<file path="src/rtl/stcs_pkg.sv">
// shared types, constants and codes for the settle-then-collect statistics unit
package stcs_pkg;

	localparam int WINDOW_DEPTH_DEF = 16;
	localparam int DIVIDEND_W       = 64;
	localparam int DIVISOR_W        = 16;
	localparam int CFG_ADDR_W       = 5;

	localparam logic [15:0] HOLD_TICKS_RST    = 16'd1;
	localparam logic [15:0] COLLECT_COUNT_RST = 16'd1;
	localparam logic [31:0] TIMEOUT_LIMIT_RST = 32'd1000;

	typedef enum logic [2:0] {
		PH_IDLE     = 3'd0,
		PH_EXCITE   = 3'd1,
		PH_SETTLE   = 3'd2,
		PH_COLLECT  = 3'd3,
		PH_EVALUATE = 3'd4,
		PH_PASS     = 3'd5,
		PH_NOGO     = 3'd6
	} phase_t;

	typedef enum logic [1:0] {
		REQ_BEGIN = 2'd0,
		REQ_TICK  = 2'd1,
		REQ_PASS  = 2'd2,
		REQ_NOGO  = 2'd3
	} req_t;

	typedef enum logic [2:0] {
		REG_TARGET  = 3'd0,
		REG_BAND    = 3'd1,
		REG_HOLD    = 3'd2,
		REG_COLLECT = 3'd3,
		REG_TIMEOUT = 3'd4,
		REG_WINDOW  = 3'd5,
		REG_SPREAD  = 3'd6
	} reg_idx_t;

	typedef struct packed {
		logic signed [31:0] target_level;
		logic [30:0]        band_width;
		logic [15:0]        hold_ticks;
		logic [15:0]        collect_count;
		logic [31:0]        timeout_limit;
		logic [4:0]         window_length;
		logic signed [31:0] spread_limit;
	} cfg_t;

	typedef enum logic [4:0] {
		OP_NONE,
		OP_CAPTURE,
		OP_BEGIN,
		OP_TO_SETTLE,
		OP_TO_PASS,
		OP_TO_NOGO,
		OP_WIN_INST,
		OP_WIN_READ,
		OP_WIN_UPD,
		OP_WIN_DIV,
		OP_WIN_MEAN,
		OP_BAND,
		OP_C_DIV,
		OP_C_MEAN,
		OP_C_MUL,
		OP_C_ACC,
		OP_C_DIV2,
		OP_C_SQRT,
		OP_C_SPREAD,
		OP_C_END,
		OP_OUT
	} dp_op_t;

	typedef enum logic [4:0] {
		S_WAIT,
		S_DECODE,
		S_WIN_READ,
		S_WIN_UPD,
		S_WIN_DIVS,
		S_WIN_DIVW,
		S_WIN_MEAN,
		S_BAND,
		S_C_DIVS,
		S_C_DIVW,
		S_C_MEAN,
		S_C_MUL,
		S_C_ACC,
		S_C_CHK,
		S_C_DIV2S,
		S_C_DIV2W,
		S_C_SQS,
		S_C_SQW,
		S_C_SPREAD,
		S_C_END,
		S_DONE
	} ctrl_state_t;

	typedef struct packed {
		req_t   req;
		phase_t phase;
		logic   begin_ok;
		logic   timed_out;
		logic   win_zero;
		logic   multi_sample;
		logic   div_busy;
		logic   sqrt_busy;
		logic   out_free;
	} dp_status_t;

endpackage

</file>
<file path="src/rtl/stcs_ctrl.sv">
// sequencing state machine for one request transaction
module stcs_ctrl (
	input  logic                   clk,
	input  logic                   arst_n,
	input  logic                   in_valid,
	output logic                   in_ready,
	input  stcs_pkg::dp_status_t   status,
	output stcs_pkg::dp_op_t       op
);
	stcs_pkg::ctrl_state_t state_q, state_nx;

	always_ff @(posedge clk or negedge arst_n) begin
		if (!arst_n)
			state_q <= stcs_pkg::S_WAIT;
		else
			state_q <= state_nx;
	end

	always_comb begin
		state_nx = state_q;
		case (state_q)
			stcs_pkg::S_WAIT: begin
				if (in_valid)
					state_nx = stcs_pkg::S_DECODE;
			end
			stcs_pkg::S_DECODE: begin
				state_nx = stcs_pkg::S_DONE;
				if (status.req == stcs_pkg::REQ_TICK) begin
					if (status.phase == stcs_pkg::PH_SETTLE && !status.timed_out)
						state_nx = status.win_zero ? stcs_pkg::S_BAND : stcs_pkg::S_WIN_READ;
					else if (status.phase == stcs_pkg::PH_COLLECT)
						state_nx = stcs_pkg::S_C_DIVS;
				end
			end
			stcs_pkg::S_WIN_READ: state_nx = stcs_pkg::S_WIN_UPD;
			stcs_pkg::S_WIN_UPD:  state_nx = stcs_pkg::S_WIN_DIVS;
			stcs_pkg::S_WIN_DIVS: state_nx = stcs_pkg::S_WIN_DIVW;
			stcs_pkg::S_WIN_DIVW: begin
				if (!status.div_busy)
					state_nx = stcs_pkg::S_WIN_MEAN;
			end
			stcs_pkg::S_WIN_MEAN: state_nx = stcs_pkg::S_BAND;
			stcs_pkg::S_BAND:     state_nx = stcs_pkg::S_DONE;
			stcs_pkg::S_C_DIVS:   state_nx = stcs_pkg::S_C_DIVW;
			stcs_pkg::S_C_DIVW: begin
				if (!status.div_busy)
					state_nx = stcs_pkg::S_C_MEAN;
			end
			stcs_pkg::S_C_MEAN: state_nx = stcs_pkg::S_C_MUL;
			stcs_pkg::S_C_MUL:  state_nx = stcs_pkg::S_C_ACC;
			stcs_pkg::S_C_ACC:  state_nx = stcs_pkg::S_C_CHK;
			stcs_pkg::S_C_CHK: begin
				state_nx = status.multi_sample ? stcs_pkg::S_C_DIV2S : stcs_pkg::S_C_END;
			end
			stcs_pkg::S_C_DIV2S: state_nx = stcs_pkg::S_C_DIV2W;
			stcs_pkg::S_C_DIV2W: begin
				if (!status.div_busy)
					state_nx = stcs_pkg::S_C_SQS;
			end
			stcs_pkg::S_C_SQS: state_nx = stcs_pkg::S_C_SQW;
			stcs_pkg::S_C_SQW: begin
				if (!status.sqrt_busy)
					state_nx = stcs_pkg::S_C_SPREAD;
			end
			stcs_pkg::S_C_SPREAD: state_nx = stcs_pkg::S_C_END;
			stcs_pkg::S_C_END:    state_nx = stcs_pkg::S_DONE;
			stcs_pkg::S_DONE: begin
				if (status.out_free)
					state_nx = stcs_pkg::S_WAIT;
			end
			default: state_nx = stcs_pkg::S_WAIT;
		endcase
	end

	always_comb begin
		op       = stcs_pkg::OP_NONE;
		in_ready = 1'b0;
		case (state_q)
			stcs_pkg::S_WAIT: begin
				in_ready = 1'b1;
				if (in_valid)
					op = stcs_pkg::OP_CAPTURE;
			end
			stcs_pkg::S_DECODE: begin
				case (status.req)
					stcs_pkg::REQ_BEGIN: begin
						if (status.begin_ok)
							op = stcs_pkg::OP_BEGIN;
					end
					stcs_pkg::REQ_TICK: begin
						if (status.phase == stcs_pkg::PH_EXCITE)
							op = stcs_pkg::OP_TO_SETTLE;
						else if (status.phase == stcs_pkg::PH_SETTLE) begin
							if (status.timed_out)
								op = stcs_pkg::OP_TO_NOGO;
							else if (status.win_zero)
								op = stcs_pkg::OP_WIN_INST;
						end
					end
					stcs_pkg::REQ_PASS: op = stcs_pkg::OP_TO_PASS;
					stcs_pkg::REQ_NOGO: op = stcs_pkg::OP_TO_NOGO;
					default:            op = stcs_pkg::OP_NONE;
				endcase
			end
			stcs_pkg::S_WIN_READ: op = stcs_pkg::OP_WIN_READ;
			stcs_pkg::S_WIN_UPD:  op = stcs_pkg::OP_WIN_UPD;
			stcs_pkg::S_WIN_DIVS: op = stcs_pkg::OP_WIN_DIV;
			stcs_pkg::S_WIN_MEAN: op = stcs_pkg::OP_WIN_MEAN;
			stcs_pkg::S_BAND:     op = stcs_pkg::OP_BAND;
			stcs_pkg::S_C_DIVS:   op = stcs_pkg::OP_C_DIV;
			stcs_pkg::S_C_MEAN:   op = stcs_pkg::OP_C_MEAN;
			stcs_pkg::S_C_MUL:    op = stcs_pkg::OP_C_MUL;
			stcs_pkg::S_C_ACC:    op = stcs_pkg::OP_C_ACC;
			stcs_pkg::S_C_DIV2S:  op = stcs_pkg::OP_C_DIV2;
			stcs_pkg::S_C_SQS:    op = stcs_pkg::OP_C_SQRT;
			stcs_pkg::S_C_SPREAD: op = stcs_pkg::OP_C_SPREAD;
			stcs_pkg::S_C_END:    op = stcs_pkg::OP_C_END;
			stcs_pkg::S_DONE: begin
				if (status.out_free)
					op = stcs_pkg::OP_OUT;
			end
			default: op = stcs_pkg::OP_NONE;
		endcase
	end
endmodule

</file>
<file path="config.mk">
export PLATFORM = sky130hd
export DESIGN_NAME = stcs_ctrl
export DESIGN_NICKNAME = d
export VERILOG_FILES = /design/src/rtl/stcs_pkg.sv /design/src/rtl/stcs_ctrl.sv
export SDC_FILE = /design/constraint.sdc
export NUM_CORES = 1
export LEC_CHECK = 0
export BUFFER_PORTS_ARGS = -buffer_cell sky130_fd_sc_hd__buf_2
export CORE_UTILIZATION = 47
export CTS_CLUSTER_SIZE = 16
export DETAILED_ROUTE_END_ITERATION = 8
export GPL_ROUTABILITY_DRIVEN = 0
export PLACE_DENSITY = 0.77
export SKIP_LAST_GASP = 1
export SLEW_MARGIN = 5
export SYNTH_ARGS = -nofsm -noshare
export SYNTH_HDL_FRONTEND = slang
export SYNTH_SLANG_ARGS = --single-unit
</file>
<file path="constraint.sdc">
create_clock -name clk -period 1.45 [get_ports clk]
set_input_delay 0.0725 -clock clk [delete_from_list [all_inputs] [get_ports clk]]
set_output_delay 0.0725 -clock clk [all_outputs]
set_load 0.05 [all_outputs]
</file>
# After elaboration in Yosys (flattened, before gate mapping)

Index checks and enable logic that the tools add are counted.
Widths: inputs -> output; s select.

Register bits after elaboration: 5
Output and inout port bits: 6

Equal/unequal tests: 32
Multiplexer cells: 22
Reduce and logical (&&, ||, !) cells: 6

Operators by type and width:

| operator           | count |
|---|---|
| $pmux 5 s20        | 1 |
| $pmux 5 s16        | 1 |
| $mux 5             | 11 |
| $eq 5x4->1 const B | 8 |
| $eq 5x5->1 const B | 5 |
| $eq 5x3->1 const B | 4 |
| $pmux 5 s4         | 1 |
| $mux 3             | 5 |
| $ne 2x2->1 const B | 6 |
| $eq 5x2->1 const B | 2 |
| $eq 3x2->1 const B | 2 |
| $reduce_and 6->1   | 1 |
| $eq 5x1->1 const B | 1 |
| $logic_not 5->1    | 1 |
| $eq 2x2->1 const B | 2 |
| $eq 3x1->1 const B | 1 |
| $eq 2x1->1 const B | 1 |
| $logic_not 2->1    | 1 |
| $mux 1             | 2 |
| $mux 2             | 1 |
| $reduce_or 2->1    | 1 |
| $logic_and 1x1->1  | 1 |
| $logic_not 1->1    | 1 |

# Longest topological paths before layout

Word-level depth: 6
Mapped depth: 7

# Worst setup path before layout

OpenSTA, ideal clock, no wires.

Path type: register -> output
From: register state_q[4]
To: output op[3]
Data arrival time: 2.244 ns
Path slack: -0.866 ns
Cell stages (with the launch flop): 4
Path through: dfrtp_1 buf_2 buf_2 nor4_1

Longest elaborated chain between the ends: 2
Elaborated cells on any way between the ends: 17
Classes of those cells: 15 x eq/ne; 1 x mux; 1 x reduce/logical

RTL lines:

| item                               | RTL line        | text |
|---|---|---|
| from (decl)                        | stcs_ctrl.sv:10 | `stcs_pkg::ctrl_state_t state_q, state_nx;` |
| from (signal assigned)             | stcs_ctrl.sv:14 | `state_q <= stcs_pkg::S_WAIT;` |
| from (signal assigned)             | stcs_ctrl.sv:16 | `state_q <= state_nx;` |
| $eq 5x5->1 (tied with other cells) | stcs_ctrl.sv:78 | `case (state_q)` |
| $pmux 5 s16 *                      | stcs_ctrl.sv:78 |  |
| to (decl)                          | stcs_ctrl.sv:8  | `output stcs_pkg::dp_op_t op` |

Mark *: on every way between the ends. The rest lies on a longest branch, timed or not.

# Final worst setup path

From: register state_q[4]
To: register state_q[2]

Longest elaborated chain between the ends: 3
Elaborated cells on any way between the ends: 30
Classes of those cells: 26 x eq/ne; 1 x mux; 3 x reduce/logical

RTL lines:

| item                                                           | RTL line        | text |
|---|---|---|
| $eq 5x5->1 (tied with other cells)                             | stcs_ctrl.sv:21 | `case (state_q)` |
| $reduce_or 2->1 (no source line) or $ne 2x2->1 (tied branches) | n/a             |  |
| $pmux 5 s20 or $reduce_and 6->1 (tied branches)                | n/a             |  |

Several ways; a longest one is shown, not always the timed one.
A chain may end at the register's enable or synchronous reset.

==> flow_summary_export.csv <==
group,metric,value,unit
critical_path,crit_start,"state_q[4]$_DFFE_PN0P_",
routing,dr.pass1.iters,6,
sta,fin_setup_tns,-2030,ps
critical_path,r2r_cells,7,
hold_path,hold_path.class,"input port to async pin",
synth,syn_inst,107,
critical_path,r2r_start,"state_q[4]$_DFFE_PN0P_",
run,max_cap_violations,0,
critical_path,critPathSlowestCell,"or3_4",
critical_path,cp-start-kind,"flip-flop",
layout,multi_input_area,751,um2
synth,yosys.cell_types.count,44,
clock_network,clk_latency,240,ps
global_route,grt.overflow.total,0,
critical_path,ff2ff_setup_slack,-280,ps
sta,setup_viol,11,
critical_path,slowest_delay,430,ps
sta,fin_crit,1730,ps
global_route,grt_max_degree,20,
critical_path,worstPathArrival,1890,ps
clock_network,clk_pin_slew,50,ps
critical_path,crit_required,1610,ps
floorplanning,coreArea,1560,um2
clock_network,cts_buffers,3,
sta,finalMaxSlewViolations,0,
power,ir_drop,1960,uV
routing,wl,3260,um
power,power_leakage,0.629,nW
layout,drive_gt1_share,59.5,%
critical_path,endpoint,"state_q[2]$_DFFE_PN0P_",
critical_path,end_kind,"flip-flop",
clock_network,cts_tree,"done",
sta,relSlewSlack,77.1,%
synth,synth_top_area_share,15.6,%
global_route,track_usage,33.2,%
synth,syn_area,805,um2
critical_path,crit_top_cell,"buf_4",
routing,drc,2,
routing,dr.first_iter.drc_count,45,
routing,wl_per_cell,18.7,um
critical_path,crit_type,"flip-flop to flip-flop",
place,dp_hpwl,2070,um
synth,synth_area_per_cell,7.52,um2
synth,synth_area_leaders,"dfrtp_1 16%, o21ai_0 7.5%, nor2b_1 5.4%, nand2_1 4.2%, buf_6 4.2%",
routing,ant_nets,0,
power,p_per_area,2450,nW/um2
sta,worstMarginPinSlew,340,ps
place,dp_worst_setup_slack,-165,ps
sta,rsz0062_at_grt,"true",
layout,fin_nets,174,
critical_path,crit_fanout,3,
critical_path,cp_cell_sequence,"or3_4 -> nor2_4 -> buf_4 -> buf_4 -> nand2_1 -> a211o_1 -> o21ai_1",
critical_path,r2r-end,"state_q[2]$_DFFE_PN0P_",
place,port_buffers,20,
synth,ys_seq_area_share,15.6,%
layout,num_antenna_cells,0,
power,finalPower,3.40,mW
place,dpl.cell_count,163,
synth,ys_ff_latch,5,
global_route,grt_pass1_wl,4640,um
synth,synthesis.nets,122,
floorplanning,fp.dieH,43.4,um
layout,fillers,77,
sta,holdWs,166,ps
synth,synth-edff-count,0,
clock_network,cts_root_buffer,"clkbuf_4",
global_route,antenna_found_initial,0,
layout,largest_reg_flops,5,
synth,ys.flop_type,"dfrtp_1",
sta,setup_ws,-279,ps
floorplanning,start_util,51.6,%
floorplanning,fp.dieArea,1880,um2
outcome,status,"complete, but fails checks",
layout,register_area,128,um2
outcome,violations,"design-rule violations, negative setup slack",
global_route,grt_pass1_vias,1043,
layout,layoutNonFillerInstCount,174,
sta,finalCritPeriodShare,119,%
sta,timing.fmax,578,MHz
routing,drt-vias-per-instance,6.47,
floorplanning,rows,14,
floorplanning,design.portCount,21,
floorplanning,die_w,43.4,um
routing,vias,1126,
synth,yosysWarnings,0,
clock_network,clock_path_buffers,2,
layout,reg_top3,"state_q (5)",
clock_network,cts_max_level,1,
layout,largest_register,"state_q",
layout,areaGrowthSynthToFinish,72.5,%
clock_network,numClockSinks,5,
sta,clock_skew,1.20,ps
synth,synthArstFlopShare,100,%
synth,yosysTopAreaCell,"dfrtp_1",
sta,hold_viol,0,
==> where the power goes <==
group | internal (mW) | switching, mW
Sequential | 0.203 | 0.0813
Clock | 0.0998 | 0.0589
Combinational | 1.34 | 1.62
==> worst max-delay path, delay by kind of cell (launching register included) <==
family          cells  cell delay, ps
compound gates      2             400
flops               1             380
buf+inv             2             240
simple gates        3             630
==> worst min-delay path by stage <==
stage | start | endpoint | slack [ps] | cells after the start
2_1_floorplan | arst_n | state_q[0]$_DFFE_PN0P_ | -220 | 0
3_3_place_gp | arst_n | state_q[0]$_DFFE_PN0P_ | -120 | 1
3_5_place_dp | arst_n | state_q[1]$_DFFE_PN0P_ | -110 | 1
4_1_cts | arst_n | state_q[1]$_DFFE_PN0P_ | 170 | 2
5_1_grt | arst_n | state_q[4]$_DFFE_PN0P_ | 170 | 2
6_report | arst_n | state_q[2]$_DFFE_PN0P_ | 170 | 2
==> placed cells by master (no fill, tap or decap), types with 2 or more instances in the layout <==
master and n:
buf_4 25, buf_2 14, buf_6 14, nor2b_1 7
a21oi_1 6, o21ai_1 6, nand2_1 6, nor2_4 4
o21ai_0 4, o21ai_2 3, nand3_1 3, a31oi_1 3
a31o_1 3, clkbuf_4 3, dfrtp_1 3, nor2_2 2
nand2_2 2, inv_2 2, inv_1 2, nor3_1 2
nor2_1 2, and4bb_2 2, nor3_4 2, dfrtp_2 2
==> stage by stage <==
stage	instance area [um2]	utilization [%]
4_1_cts	1310	83.8
5_1_grt	1390	89.0
2_1_floorplan	857	-
3_3_place_gp	1130	72.4
6_report	1390	89.0
3_5_place_dp	1130	72.4
==> synthesized netlist by cell type, drive strengths merged (2+ instances only) <==
master and n:
a21oi 6, dfrtp 5, a31oi 3, nand2b 2, nand3 3, buf 8
nor2 8, nor3 4, xnor2 2, and4bb 2, inv 5, nor2b 7
nand2 9, a31o 3, o31ai 2, a2bb2oi 2, o21ai 14
==> per-layer routing <==
metal / routed length [um] / GRT usage, %
met5: 0 / 0
met3: 255 / 4.17
met4: 121 / 20.6
met1: 1270 / 38.1
met2: 1610 / 58.2
==> cells by family after synthesis <==
logic type | Yosys count | synth area share (%)
flops | 5 | 15.6
mux | 1 | 1.24
xor+xnor | 3 | 3.27
compound gates | 42 | 38.1
buf+inv | 13 | 9.64
simple gates | 43 | 32.2
==> repair_timing <==
| action | in CTS | in global routing |
|---|---|---|
| endpoints found under the setup margin | 11 | 11 |
| pin swaps | 6 | 11 |
| hold endpoints to repair | 5 | 0 |
| gates resized for setup | 33 | 25 |
| hold buffers | 1 | 0 |
| cloned | 0 | 0 |
| setup buffers | 5 | 3 |
==> area by class of cell <==
class                           instances  area share [%]
Clock buffer                            3            1.62
Sequential cell                         5            9.20
Clock inverter                          1           0.361
Multi-Input combinational cell         89            54.1
Inverter                                5            1.53
Timing Repair Buffer                   55            31.7
Tap cell                               16            1.44
Power figures use the tool's default switching activity.
